`src/hdl/ftmc_pkg.sv`:
```
// Package for the file type magic classifier.
// Holds the class codes, category flags, the magic prefix table and the
// file summary type; accumulator, classifier and checker all use the package.
package ftmc_pkg;

    // Number of leading bytes kept for the magic compare.
    localparam int PREFIX_LEN  = 8;
    localparam int PREFIX_BITS = 8 * PREFIX_LEN;
    localparam int LEN_W       = $clog2(PREFIX_LEN + 1);
    localparam int IDX_W       = $clog2(PREFIX_LEN);

    localparam int CLASS_W = 5;
    localparam int FLAGS_W = 10;
    localparam int BONUS_W = 5;

    // File class codes.
    localparam logic [CLASS_W-1:0] CLASS_EMPTY   = 5'd0;
    localparam logic [CLASS_W-1:0] CLASS_PE      = 5'd1;
    localparam logic [CLASS_W-1:0] CLASS_ELF     = 5'd2;
    localparam logic [CLASS_W-1:0] CLASS_MACHO   = 5'd3;
    localparam logic [CLASS_W-1:0] CLASS_PDF     = 5'd4;
    localparam logic [CLASS_W-1:0] CLASS_OLE2    = 5'd5;
    localparam logic [CLASS_W-1:0] CLASS_JCLASS  = 5'd6;
    localparam logic [CLASS_W-1:0] CLASS_DEX     = 5'd7;
    localparam logic [CLASS_W-1:0] CLASS_WASM    = 5'd8;
    localparam logic [CLASS_W-1:0] CLASS_LNK     = 5'd9;
    localparam logic [CLASS_W-1:0] CLASS_SWF     = 5'd10;
    localparam logic [CLASS_W-1:0] CLASS_ZIP     = 5'd11;
    localparam logic [CLASS_W-1:0] CLASS_7Z      = 5'd12;
    localparam logic [CLASS_W-1:0] CLASS_GZ      = 5'd13;
    localparam logic [CLASS_W-1:0] CLASS_BZ2     = 5'd14;
    localparam logic [CLASS_W-1:0] CLASS_XZ      = 5'd15;
    localparam logic [CLASS_W-1:0] CLASS_RAR     = 5'd16;
    localparam logic [CLASS_W-1:0] CLASS_PNG     = 5'd17;
    localparam logic [CLASS_W-1:0] CLASS_JPG     = 5'd18;
    localparam logic [CLASS_W-1:0] CLASS_GIF     = 5'd19;
    localparam logic [CLASS_W-1:0] CLASS_BMP     = 5'd20;
    localparam logic [CLASS_W-1:0] CLASS_TIFF    = 5'd21;
    localparam logic [CLASS_W-1:0] CLASS_SQLDB   = 5'd22;
    localparam logic [CLASS_W-1:0] CLASS_PCAP    = 5'd23;
    localparam logic [CLASS_W-1:0] CLASS_PCAPNG  = 5'd24;
    localparam logic [CLASS_W-1:0] CLASS_FLAC    = 5'd25;
    localparam logic [CLASS_W-1:0] CLASS_OGG     = 5'd26;
    localparam logic [CLASS_W-1:0] CLASS_SHEBANG = 5'd27;
    localparam logic [CLASS_W-1:0] CLASS_TEXT    = 5'd28;
    localparam logic [CLASS_W-1:0] CLASS_BINARY  = 5'd29;

    // Category flag bits.
    localparam logic [FLAGS_W-1:0] F_NONE    = 10'h000;
    localparam logic [FLAGS_W-1:0] F_PE      = 10'h001;
    localparam logic [FLAGS_W-1:0] F_ELF     = 10'h002;
    localparam logic [FLAGS_W-1:0] F_MACHO   = 10'h004;
    localparam logic [FLAGS_W-1:0] F_ZIP     = 10'h008;
    localparam logic [FLAGS_W-1:0] F_PDF     = 10'h010;
    localparam logic [FLAGS_W-1:0] F_OFFICE  = 10'h020;
    localparam logic [FLAGS_W-1:0] F_SCRIPT  = 10'h040;
    localparam logic [FLAGS_W-1:0] F_IMAGE   = 10'h080;
    localparam logic [FLAGS_W-1:0] F_ARCHIVE = 10'h100;
    localparam logic [FLAGS_W-1:0] F_UNKNOWN = 10'h200;

    localparam logic [BONUS_W-1:0] LNK_BONUS = 5'd30;
    localparam logic [BONUS_W-1:0] NO_BONUS  = 5'd0;

    // Shortest file that gets a real classification.
    localparam logic [LEN_W-1:0] MIN_LEN = LEN_W'(2);

    // One magic prefix; byte 0 of the file sits in the top byte of pattern.
    typedef struct packed {
        logic [LEN_W-1:0]       len;
        logic [PREFIX_BITS-1:0] pattern;
        logic [CLASS_W-1:0]     cls;
        logic [FLAGS_W-1:0]     flags;
    } magic_entry_t;

    localparam int MAGIC_COUNT = 35;

    // Prefixes in priority order; the first hit wins.
    localparam magic_entry_t MAGIC_TABLE [MAGIC_COUNT] = '{
        '{4'd2, 64'h4D5A_0000_0000_0000, CLASS_PE,      F_PE},
        '{4'd4, 64'h7F45_4C46_0000_0000, CLASS_ELF,     F_ELF},
        '{4'd4, 64'hCEFA_EDFE_0000_0000, CLASS_MACHO,   F_MACHO},
        '{4'd4, 64'hCFFA_EDFE_0000_0000, CLASS_MACHO,   F_MACHO},
        '{4'd4, 64'hFEED_FACE_0000_0000, CLASS_MACHO,   F_MACHO},
        '{4'd4, 64'hFEED_FACF_0000_0000, CLASS_MACHO,   F_MACHO},
        '{4'd4, 64'hCAFE_BABE_0000_0000, CLASS_MACHO,   F_MACHO},
        '{4'd4, 64'h2550_4446_0000_0000, CLASS_PDF,     F_PDF},
        '{4'd8, 64'hD0CF_11E0_A1B1_1AE1, CLASS_OLE2,    F_OFFICE},
        '{4'd4, 64'hCAFE_BABE_0000_0000, CLASS_JCLASS,  F_NONE},
        '{4'd4, 64'h6465_780A_0000_0000, CLASS_DEX,     F_NONE},
        '{4'd4, 64'h0061_736D_0000_0000, CLASS_WASM,    F_NONE},
        '{4'd8, 64'h4C00_0000_0114_0200, CLASS_LNK,     F_NONE},
        '{4'd3, 64'h4357_5300_0000_0000, CLASS_SWF,     F_NONE},
        '{4'd3, 64'h4657_5300_0000_0000, CLASS_SWF,     F_NONE},
        '{4'd4, 64'h504B_0304_0000_0000, CLASS_ZIP,     F_ZIP | F_ARCHIVE},
        '{4'd4, 64'h504B_0506_0000_0000, CLASS_ZIP,     F_ZIP | F_ARCHIVE},
        '{4'd6, 64'h377A_BCAF_271C_0000, CLASS_7Z,      F_ARCHIVE},
        '{4'd2, 64'h1F8B_0000_0000_0000, CLASS_GZ,      F_ARCHIVE},
        '{4'd3, 64'h425A_6800_0000_0000, CLASS_BZ2,     F_ARCHIVE},
        '{4'd6, 64'hFD37_7A58_5A00_0000, CLASS_XZ,      F_ARCHIVE},
        '{4'd4, 64'h5261_7221_0000_0000, CLASS_RAR,     F_ARCHIVE},
        '{4'd4, 64'h8950_4E47_0000_0000, CLASS_PNG,     F_IMAGE},
        '{4'd3, 64'hFFD8_FF00_0000_0000, CLASS_JPG,     F_IMAGE},
        '{4'd5, 64'h4749_4638_3700_0000, CLASS_GIF,     F_IMAGE},
        '{4'd5, 64'h4749_4638_3900_0000, CLASS_GIF,     F_IMAGE},
        '{4'd2, 64'h424D_0000_0000_0000, CLASS_BMP,     F_IMAGE},
        '{4'd4, 64'h4949_2A00_0000_0000, CLASS_TIFF,    F_IMAGE},
        '{4'd4, 64'h4D4D_002A_0000_0000, CLASS_TIFF,    F_IMAGE},
        '{4'd6, 64'h5351_4C69_7465_0000, CLASS_SQLDB,   F_NONE},
        '{4'd4, 64'hD4C3_B2A1_0000_0000, CLASS_PCAP,    F_NONE},
        '{4'd4, 64'h0A0D_0D0A_0000_0000, CLASS_PCAPNG,  F_NONE},
        '{4'd4, 64'h664C_6143_0000_0000, CLASS_FLAC,    F_NONE},
        '{4'd4, 64'h4F67_6753_0000_0000, CLASS_OGG,     F_NONE},
        '{4'd2, 64'h2321_0000_0000_0000, CLASS_SHEBANG, F_SCRIPT}
    };

    // Summary of one complete file, handed from the accumulator to the classifier.
    typedef struct packed {
        logic [PREFIX_BITS-1:0] prefix;
        logic [LEN_W-1:0]       len;
        logic                   text_ok;
    } file_summary_t;

endpackage

```
`src/hdl/ftmc_accum.sv`:
```
// Byte accumulator of the file type magic classifier.
// Keeps the leading bytes, the saturating byte count and the text flag, and
// registers a file summary on the last byte. Depends on ftmc_pkg.
module ftmc_accum #(
    parameter int TEXT_WINDOW = 512
) (
    input  logic                  clk,
    input  logic                  rst_n,
    input  logic                  in_valid,
    output logic                  in_stall,
    input  logic [7:0]            data_byte,
    input  logic                  last_byte,
    output logic                  sum_valid,
    output ftmc_pkg::file_summary_t sum,
    input  logic                  sum_take
);

    localparam int CNT_W = $clog2(TEXT_WINDOW + 1);
    localparam logic [CNT_W-1:0] WINDOW_CNT = CNT_W'(TEXT_WINDOW);
    localparam logic [CNT_W-1:0] PREFIX_CNT = CNT_W'(ftmc_pkg::PREFIX_LEN);

    // Bytes that may appear in text: tab through carriage return, escape,
    // and everything from space upward.
    function automatic logic byte_is_text(input logic [7:0] c);
        logic ok;
        ok = 1'b1;
        if (c < 8'h09) begin
            ok = 1'b0;
        end
        else if (c > 8'h0D && c < 8'h20 && c != 8'h1B) begin
            ok = 1'b0;
        end
        return ok;
    endfunction

    logic [CNT_W-1:0]             count_reg;
    logic [CNT_W-1:0]             count_next;
    logic                         text_ok_reg;
    logic                         text_ok_next;
    logic [7:0]                   prefix_reg [ftmc_pkg::PREFIX_LEN];
    logic [ftmc_pkg::PREFIX_BITS-1:0] prefix_now;
    logic [ftmc_pkg::LEN_W-1:0]   len_now;
    logic                         in_window;
    logic                         in_prefix;
    logic                         accept;
    logic                         sum_valid_reg;
    ftmc_pkg::file_summary_t      sum_reg;

    // A held summary blocks new bytes only when the classifier cannot take it.
    assign in_stall  = sum_valid_reg && !sum_take;
    assign accept    = in_valid && !in_stall;
    assign in_window = count_reg < WINDOW_CNT;
    assign in_prefix = count_reg < PREFIX_CNT;

    // Count and text flag after this byte.
    always_comb
    begin
        count_next   = count_reg;
        text_ok_next = text_ok_reg;
        if (in_window)
        begin
            count_next = count_reg + CNT_W'(1);
            if (!byte_is_text(data_byte))
            begin
                text_ok_next = 1'b0;
            end
        end
    end

    // Leading bytes with the current byte merged in, byte 0 at the top.
    always_comb
    begin
        for (int i = 0; i < ftmc_pkg::PREFIX_LEN; i++)
        begin
            if (in_prefix && count_reg[ftmc_pkg::IDX_W-1:0] == ftmc_pkg::IDX_W'(i))
            begin
                prefix_now[ftmc_pkg::PREFIX_BITS-1-8*i -: 8] = data_byte;
            end
            else
            begin
                prefix_now[ftmc_pkg::PREFIX_BITS-1-8*i -: 8] = prefix_reg[i];
            end
        end
    end

    // Number of bytes available for the prefix compare.
    always_comb
    begin
        if (count_next >= PREFIX_CNT)
        begin
            len_now = ftmc_pkg::LEN_W'(ftmc_pkg::PREFIX_LEN);
        end
        else
        begin
            len_now = count_next[ftmc_pkg::LEN_W-1:0];
        end
    end

    // Running count and text flag; both return to reset after the last byte.
    always_ff @(posedge clk or negedge rst_n)
    begin
        if (!rst_n)
        begin
            count_reg   <= '0;
            text_ok_reg <= 1'b1;
        end
        else if (accept)
        begin
            if (last_byte)
            begin
                count_reg   <= '0;
                text_ok_reg <= 1'b1;
            end
            else
            begin
                count_reg   <= count_next;
                text_ok_reg <= text_ok_next;
            end
        end
    end

    // Leading byte store; entries are only read once written.
    always_ff @(posedge clk)
    begin
        if (accept && in_prefix)
        begin
            prefix_reg[count_reg[ftmc_pkg::IDX_W-1:0]] <= data_byte;
        end
    end

    // Summary register between the byte side and the classifier.
    always_ff @(posedge clk or negedge rst_n)
    begin
        if (!rst_n)
        begin
            sum_valid_reg <= 1'b0;
        end
        else if (accept && last_byte)
        begin
            sum_valid_reg <= 1'b1;
        end
        else if (sum_take)
        begin
            sum_valid_reg <= 1'b0;
        end
    end

    always_ff @(posedge clk)
    begin
        if (accept && last_byte)
        begin
            sum_reg.prefix  <= prefix_now;
            sum_reg.len     <= len_now;
            sum_reg.text_ok <= text_ok_next;
        end
    end

    assign sum_valid = sum_valid_reg;
    assign sum       = sum_reg;

endmodule

```
`src/hdl/ftmc_classify.sv`:
```
// Classifier stage of the file type magic classifier.
// Compares a file summary against the magic prefix table and registers the
// result transaction toward the output port. Depends on ftmc_pkg.
module ftmc_classify (
    input  logic                             clk,
    input  logic                             rst_n,
    input  logic                             sum_valid,
    input  ftmc_pkg::file_summary_t          sum,
    output logic                             sum_take,
    output logic                             out_valid,
    input  logic                             out_stall,
    output logic [ftmc_pkg::CLASS_W-1:0]     file_class,
    output logic [ftmc_pkg::FLAGS_W-1:0]     category_flags,
    output logic [ftmc_pkg::BONUS_W-1:0]     risk_bonus
);

    logic [ftmc_pkg::MAGIC_COUNT-1:0] hit;
    logic                             entry_ok;
    logic [ftmc_pkg::CLASS_W-1:0]     cls_next;
    logic [ftmc_pkg::FLAGS_W-1:0]     flags_next;
    logic [ftmc_pkg::BONUS_W-1:0]     bonus_next;
    logic                             out_valid_reg;
    logic [ftmc_pkg::CLASS_W-1:0]     class_reg;
    logic [ftmc_pkg::FLAGS_W-1:0]     flags_reg;
    logic [ftmc_pkg::BONUS_W-1:0]     bonus_reg;

    // The output register is free when empty or being read this cycle.
    assign sum_take = !out_valid_reg || !out_stall;

    // Each table entry is tested on its own: long enough and bytes equal.
    always_comb
    begin
        entry_ok = 1'b0;
        for (int k = 0; k < ftmc_pkg::MAGIC_COUNT; k++)
        begin
            entry_ok = sum.len >= ftmc_pkg::MAGIC_TABLE[k].len;
            for (int j = 0; j < ftmc_pkg::PREFIX_LEN; j++)
            begin
                if (ftmc_pkg::LEN_W'(j) < ftmc_pkg::MAGIC_TABLE[k].len &&
                    sum.prefix[ftmc_pkg::PREFIX_BITS-1-8*j -: 8] !=
                    ftmc_pkg::MAGIC_TABLE[k].pattern[ftmc_pkg::PREFIX_BITS-1-8*j -: 8])
                begin
                    entry_ok = 1'b0;
                end
            end
            hit[k] = entry_ok;
        end
    end

    // First hit in table order wins; otherwise the text flag decides.
    always_comb
    begin
        if (sum.text_ok)
        begin
            cls_next   = ftmc_pkg::CLASS_TEXT;
            flags_next = ftmc_pkg::F_SCRIPT;
        end
        else
        begin
            cls_next   = ftmc_pkg::CLASS_BINARY;
            flags_next = ftmc_pkg::F_UNKNOWN;
        end
        for (int k = ftmc_pkg::MAGIC_COUNT - 1; k >= 0; k--)
        begin
            if (hit[k])
            begin
                cls_next   = ftmc_pkg::MAGIC_TABLE[k].cls;
                flags_next = ftmc_pkg::MAGIC_TABLE[k].flags;
            end
        end
        // A file shorter than two bytes is reported as empty.
        if (sum.len < ftmc_pkg::MIN_LEN)
        begin
            cls_next   = ftmc_pkg::CLASS_EMPTY;
            flags_next = ftmc_pkg::F_NONE;
        end
        bonus_next = (cls_next == ftmc_pkg::CLASS_LNK) ? ftmc_pkg::LNK_BONUS
                                                       : ftmc_pkg::NO_BONUS;
    end

    // Result register.
    always_ff @(posedge clk or negedge rst_n)
    begin
        if (!rst_n)
        begin
            out_valid_reg <= 1'b0;
        end
        else if (sum_take)
        begin
            out_valid_reg <= sum_valid;
        end
    end

    always_ff @(posedge clk)
    begin
        if (sum_take && sum_valid)
        begin
            class_reg <= cls_next;
            flags_reg <= flags_next;
            bonus_reg <= bonus_next;
        end
    end

    assign out_valid      = out_valid_reg;
    assign file_class     = class_reg;
    assign category_flags = flags_reg;
    assign risk_bonus     = bonus_reg;

endmodule

```
`src/hdl/file_type_magic_classifier.sv`:
```
// The result of a file passes the summary register and then the result register
// once its last byte is accepted; only output stall can hold it back.
// Throughput: one byte per cycle while in_stall is low.
// Input stall rises only while both the summary and the result registers are full and the output is stalled.
// Reset (rst_n, asynchronous, active low) clears the count, sets the text flag and
// empties both registers; the leading byte store needs no reset.
module file_type_magic_classifier #(
    parameter int TEXT_WINDOW = 512
) (
    input  logic                         clk,
    input  logic                         rst_n,
    input  logic                         in_valid,
    output logic                         in_stall,
    input  logic [7:0]                   data_byte,
    input  logic                         last_byte,
    output logic                         out_valid,
    input  logic                         out_stall,
    output logic [ftmc_pkg::CLASS_W-1:0] file_class,
    output logic [ftmc_pkg::FLAGS_W-1:0] category_flags,
    output logic [ftmc_pkg::BONUS_W-1:0] risk_bonus
);

    logic                    sum_valid;
    logic                    sum_take;
    ftmc_pkg::file_summary_t sum;

    // Byte side: gathers the file and registers its summary.
    ftmc_accum #(
        .TEXT_WINDOW (TEXT_WINDOW)
    ) u_accum (
        .clk       (clk),
        .rst_n     (rst_n),
        .in_valid  (in_valid),
        .in_stall  (in_stall),
        .data_byte (data_byte),
        .last_byte (last_byte),
        .sum_valid (sum_valid),
        .sum       (sum),
        .sum_take  (sum_take)
    );

    // Result side: table compare and output register.
    ftmc_classify u_classify (
        .clk            (clk),
        .rst_n          (rst_n),
        .sum_valid      (sum_valid),
        .sum            (sum),
        .sum_take       (sum_take),
        .out_valid      (out_valid),
        .out_stall      (out_stall),
        .file_class     (file_class),
        .category_flags (category_flags),
        .risk_bonus     (risk_bonus)
    );

endmodule

```
`config.mk`:
```
export PLATFORM = sky130hd
export DESIGN_NAME = file_type_magic_classifier
export DESIGN_NICKNAME = d
export VERILOG_FILES = /design/src/hdl/ftmc_pkg.sv /design/src/hdl/ftmc_accum.sv /design/src/hdl/ftmc_classify.sv /design/src/hdl/file_type_magic_classifier.sv
export SDC_FILE = /design/constraint.sdc
export NUM_CORES = 1
export LEC_CHECK = 0
export BUFFER_PORTS_ARGS = -buffer_cell sky130_fd_sc_hd__buf_2
export CORE_UTILIZATION = 30
export DETAILED_ROUTE_END_ITERATION = 8
export PLACE_DENSITY_LB_ADDON = 0.08
export SYNTH_ARGS = -nofsm -noshare
export SYNTH_HDL_FRONTEND = slang
export SYNTH_SLANG_ARGS = --single-unit
```
`constraint.sdc`:
```
create_clock -name clk -period 5.1 [get_ports clk]
set_input_delay 1.02 -clock clk [delete_from_list [all_inputs] [get_ports clk]]
set_output_delay 1.02 -clock clk [all_outputs]
set_load 0.05 [all_outputs]
```
Yosys cells after proc, flatten, opt, wreduce, memory -nomap -nowiden
Memory sizes are Yosys's and may differ from the RTL's. A register that Yosys moved wholly into a read port is not among the register bits.
Cells that the tools add are included.
{"block": "totals", "regBits": 38, "mem_bits_rw": 64, "memories": 1}
{"block": "op_classes", "add_sub_neg": 1, "order_cmp": 13, "eq_ne": 110, "muxes": 215, "reduce_logical": 24}
{"name": "u_accum.prefix_reg", "words": 8, "width": 8, "read_ports": 8, "rd_ports_with_merged_regs": 8, "write_ports": 1, "line_no": "ftmc_accum.sv:40", "rtl": "logic [7:0] prefix_reg [ftmc_pkg::PREFIX_LEN];"}
{"op": "$ne 8x7->1 const B", "n": 49}
{"op": "$mux 10", "n": 28}
{"op": "$ne 8x8->1 const B", "n": 32}
{"op": "$mux 5", "n": 37}
{"op": "$mux 1", "n": 143}
{"op": "$ne 8x6->1 const B", "n": 12}
{"op": "$ne 8x5->1 const B", "n": 6}
{"op": "$reduce_bool 8->1", "n": 6}
{"op": "$ne 8x4->1 const B", "n": 4}
{"op": "$ne 8x3->1 const B", "n": 3}
{"op": "$ne 8x2->1 const B", "n": 2}
{"op": "$mux 3", "n": 5}
{"op": "$ge 4x3->1 const B", "n": 3}
{"op": "$add 10x1->10 const B", "n": 1}
{"op": "$ge 10x4->1 const B", "n": 1}
{"op": "$lt 10x10->1 const B", "n": 1}
{"op": "$lt 10x4->1 const B", "n": 1}
{"op": "$reduce_or 10->1", "n": 1}
{"op": "$reduce_or 9->1", "n": 1}
{"op": "$ge 4x2->1 const B", "n": 2}
{"op": "$gt 8x4->1 const B", "n": 1}
{"op": "$lt 8x4->1 const B", "n": 1}
{"op": "$lt 8x6->1 const B", "n": 1}
{"op": "$ne 8x1->1 const B", "n": 1}
{"op": "12 further kinds", "n": 21}

Logic depth before layout (Yosys ltp)
{"block": "depth", "word_depth": 41, "depth_mapped": 9, "ltp_nobuf": 7}

Hierarchy
From an unflattened synthesis, not the netlist that was laid out.
{"block": "hier_totals", "cells_unflattened": 782, "hier_area_um2": 8988.6}
{"module": "ftmc_accum", "instances": 1, "cells_each": 332, "area_each_um2": 5810.6}
{"module": "ftmc_classify", "instances": 1, "cells_each": 450, "area_each_um2": 3178.0}

Least setup slack after synthesis
OpenSTA, ideal clock, no wires.
{"block": "synth_timing", "kind": "in2reg", "from": "input out_stall", "to": "register u_accum.sum_reg, in the netlist u_accum.sum[0] (enable)", "setup_time_ns": 0.424, "arrival_ns": 2.932, "required_ns": 4.676, "setup_slack_ns": 1.744, "path_stages": 5, "path_cell_list": "nand3_1 -> and2_1 -> clkbuf_1 -> nand2_1 -> inv_1"}
{"block": "synth_via", "elab_chain_len": 7}
{"item": "from (decl)", "line_no": "file_type_magic_classifier.sv:17", "rtl": "input logic out_stall,"}
{"item": "$logic_not 1->1", "line_no": "ftmc_classify.sv:28", "rtl": "assign sum_take = !out_valid_reg || !out_stall;"}
{"item": "$logic_or 1x1->1", "line_no": "ftmc_classify.sv:28"}
{"item": "$logic_not 1->1", "line_no": "ftmc_accum.sv:50", "rtl": "assign in_stall = sum_valid_reg && !sum_take;"}
{"item": "$logic_and 1x1->1", "line_no": "ftmc_accum.sv:50"}
{"item": "$logic_not 1->1", "line_no": "ftmc_accum.sv:51", "rtl": "assign accept = in_valid && !in_stall;"}
{"item": "$logic_and 1x1->1", "line_no": "ftmc_accum.sv:51"}
{"item": "$logic_and 1x1->1", "line_no": "ftmc_accum.sv:150", "rtl": "if (accept && last_byte)"}
{"item": "to (decl)", "line_no": "ftmc_accum.sv:47", "rtl": "ftmc_pkg::file_summary_t sum_reg;"}
Every way passes these cells.
A chain may end at the register's enable or synchronous reset.

Worst setup path in the final report
{"block": "layout_timing", "from": "register, netlist name u_accum.sum[55]", "to": "register u_classify.flags_reg, in the netlist u_classify.category_flags[9], data pin"}
{"block": "layout_via", "elab_chain_len": 28, "elab_cells_between_ends": 150, "cone_classes": "eq/ne: 23; mux: 125; reduce/logical: 2"}
{"item": "$ne 8x7->1", "line_no": "ftmc_classify.sv:40", "rtl": "sum.prefix[ftmc_pkg::PREFIX_BITS-1-8*j -: 8] !="}
{"item": "$mux 1 (3 in series)", "line_no": "ftmc_classify.sv:39", "rtl": "if (ftmc_pkg::LEN_W'(j) < ftmc_pkg::MAGIC_TABLE[k].len &&"}
{"item": "$mux 10 (24 in series)"}
{"item": "to (signal assigned)", "line_no": "ftmc_classify.sv:99", "rtl": "flags_reg <= flags_next;"}
{"item": "to (decl)", "line_no": "ftmc_classify.sv:24", "rtl": "logic [ftmc_pkg::FLAGS_W-1:0] flags_reg;"}
Several ways; a longest one is shown, not always the timed one.

==> key figures <==
Yosys
  – Netlist cell types: 70
  – Cell taking the most area after synthesis: edfxtp_1
  – FF+latch count, synth: 162
  – Syn_area_per_cell: ~12 sq um
  – Dominant cells by area after synthesis: edfxtp_1 (52%), mux2_2 (8.4%), dfrtp_1 (3.5%)
  – Post-Syn Area: between 8000 and 9000 sq um
  – Syn_nets: about 740
  – Cell count after synthesis: 720
  – Top FF cell, synth: edfxtp_1
  – Async S/R FF share, synth: between 8 and 9%
  – Sequential cell area fraction in the yosys report: 55.93%
  – EDFF count, synth: approximately 150
  – Area share of the largest cell type after synthesis: between 50% and 60%
  – Yosys warns: 0

Critical path
  – Worst Setup End Kind: flip-flop
  – Worst EP required: between 5 and 6 ns
  – Worst path cell trace: nor2b_1 -> nor4b_1 -> nor4bb_1 -> nor3_1 -> o2111ai_1 -> or3_1 -> and3b_1
  – Critical path's largest stage delay: around 0.78 ns
  – Worst setup SP type: flip-flop
  – Crit path kind: flip-flop to flip-flop
  – Top fanout value on the critical path: 11
  – CP startpoint: u_accum.sum[55]
  – Critical R2R Launch: u_accum.sum[55]
  – Critical Path AT: 3.48 ns
  – CP max stage cell: nor4bb_1

Placed design
  – Gp weighted congestion: 1.034
  – DP Wirelength: ~22000 microns
  – PortBufs: 33

Clocking
  – H-Tree Depth: 4
  – Cells resized by post-CTS repair: 0
  – CTS buffer count: 17
  – Clk Tree Root Cell: clkbuf_16
  – Hold_buf cts: 0
  – Setup bufs post-CTS: 0
  – Clock tree sinks: between 150 and 200
  – Clk Latency, worst-skew pair: roughly 0.43 ns
  – Clock slew at reported path FFs: about 0.070 ns
  – Max clock buf depth: 2
  – CTS tree: done

Power and ir drop
  – Switching power: between 0.8 and 0.9 mW
  – Sequential share of power: roughly half
  – Combinational share of power: around a tenth
  – Worst vdd ir: 182.1 uV
  – P_leak: roughly 3 nW
  – PD cells: about 320 nW/um^2
  – Clock share of power: 39.1%
  – Sw frac: roughly 28%
  – Pint: roughly 2.3 mW

Status
  – Status: finished clean

STA
  – Tightest Pin Transition: around 1.1 ns
  – RSZ-0062 raised after global routing: no
  – Layout Skew: 0.01560 ns
  – Hold WS: 0.4723 ns
  – Max Clk Rate: 303.6 MHz
  – Min cycle time layout: around 3.3 ns
  – Final-report hold violation count: 0
  – Slew HR: 23.59%
  – Max-slew violations: 0
  – TNS Setup: 0 ns
  – Fin crit share: roughly 65%
  – Endpoints failing setup: 0

Die
  – Core area: 27930 sq um
  – Effective utilization at floorplan: between 30% and 40%
  – Die Span X: 171.1 microns
  – Die area: roughly 29000 sq um
  – Die H: roughly 170 microns
  – Ports: 35
  – Std-Cell Rows: slightly above 60

GRT
  – GR Util All Layers: approximately a fifth
  – Largest net degree at the start of global routing: 46
  – Grt ovf: 0
  – Initial antenna violation count: 0
  – First-pass GRT wire length: between 40000 and 50000 microns
  – Number of global-route vias before repair: 6270

Route
  – Vias per inst: 5.718
  – Pre-Repair DR Iteration Count: 6
  – DRC viols: 0
  – Routed wire length: about 30000 microns
  – Initial DRC count: 565
  – Antenna Nets Post-Route: 0
  – Vias: roughly 6400
  – Routed wire per std cell: between 20 and 30 microns

Finish
  – Share of cells above drive strength 1: between 20 and 25%
  – FILL cells: between 2000 and 3000
  – Area Overhead vs Synth: 12.30%
  – Antenna cells: 0
  – Final nets: 755
  – Largest register FFs: 69

Worst hold path
  – Worst Hold Class: input port to async pin

Flow run
  – Max-Cap Viols: 0
synth_stat cells, drive strengths merged, types with 3 or more instances:
master,number
o2111ai,3
or4b,10
nand4,33
clkbuf,26
a21oi,7
nor2,43
inv,6
buf,18
and4b,6
o21ai,15
edfxtp,149
nor4,40
nand3,32
a31oi,4
nor2b,15
mux2,64
dfrtp,12
ha,6
or4,14
nor3b,4
nor4b,15
nor3,25
or3,5
a211o,3
and4,6
nand3b,5
and2,8
and4bb,4
nand2,58
nor4bb,9
nand2b,16
nand4b,10
and3,12
o31ai,6
layer usage:
metal  vias up  wire length, microns  GRT usage (%)  share of wire (%)
met5         -                     0              0                  0
li1       2874                     -              -                  -
met4         0                   965          8.540                3.2
met3        54                  1455          4.141                4.8
met1      3239                 13370          27.22                 44
met2       271                 14320          34.76                 48
cells in the final DEF (no fill, tap or decap), types with 17 or more instances in the layout:
cell type,instances
edfxtp_1,149
nor4_1,37
nand3_1,32
buf_2,33
nor2_1,42
mux2_2,64
nand4_1,32
clkbuf_16,17
nor3_1,25
nand2_1,58
logic make-up (layout without fill, tap and decap cells):
kind of cell             count (synthesis)  count (layout)  share of synthesized area, %
AND/OR/NAND/NOR                        380             380                         27.52
adder cells (fa/ha/maj)                  6               6                        0.8746
multiplexers                            64              64                         8.396
other                                    1               1                       0.04369
flip-flops                             162             162                         55.93
AO/OA/AOI/OAI                           55              55                         4.388
buffers and inverters                   50              78                         2.639
XOR/XNOR                                 2               2                        0.2041
power groups by stage:
stage	clock network (mW)	registers [mW]	logic (mW)
2_1_floorplan	0	1.61	0.196
3_3_place_gp	0	1.64	0.300
3_5_place_dp	0	1.64	0.296
4_1_cts	1.25	1.61	0.298
5_1_grt	1.30	1.62	0.320
6_report	1.22	1.61	0.296
through the flow:
step / utilization (%) / total power [mW] / area (sq um) / setup WS (ns) / cells
6_report: 34.51 / 3.132 / 9639 / 1.806 / 1126
5_1_grt: 34.51 / 3.235 / 9639 / 1.741 / 1126
4_1_cts: 34.51 / 3.160 / 9639 / 1.945 / 1126
3_5_place_dp: 32.53 / 1.934 / 9087 / 1.695 / 1095
3_3_place_gp: 32.53 / 1.937 / 9087 / 1.738 / 1095
2_1_floorplan: - / 1.805 / 8583 / 1.744 / 720
cell type report:
type,instances,area (sq um),share of cell area [%]
Inverter,6,22.52,0.2336
Clock buffer,17,425.4,4.413
Multi-Input combinational cell,508,3566,36.99
Sequential cell,162,4801,49.81
Timing Repair Buffer,41,225.2,2.336
Clock inverter,14,126.4,1.311
Tap cell,378,473.0,4.907
worst max-delay path, delay by kind of cell (launching register included):
family           cells  cell delay [ns]
AND/OR/NAND/NOR      6             2.18
flip-flops           1             0.69
AO/OA/AOI/OAI        1             0.18
path summary, 6_finish.rpt:
path	to	slack, ns	cells after the start
setup / recovery	u_classify.category_flags[9]	1.81	7
hold / removal	u_accum.sum_valid	0.47	1
setup reg to reg	u_classify.category_flags[9]	1.81	7
hold reg to reg	u_classify.out_valid	0.48	1
max in group asynchronous	u_accum.text_ok_reg	4.34	1
min in group clk	u_classify.out_valid	0.48	1
Note: power is estimated with default switching activity, not from simulation.
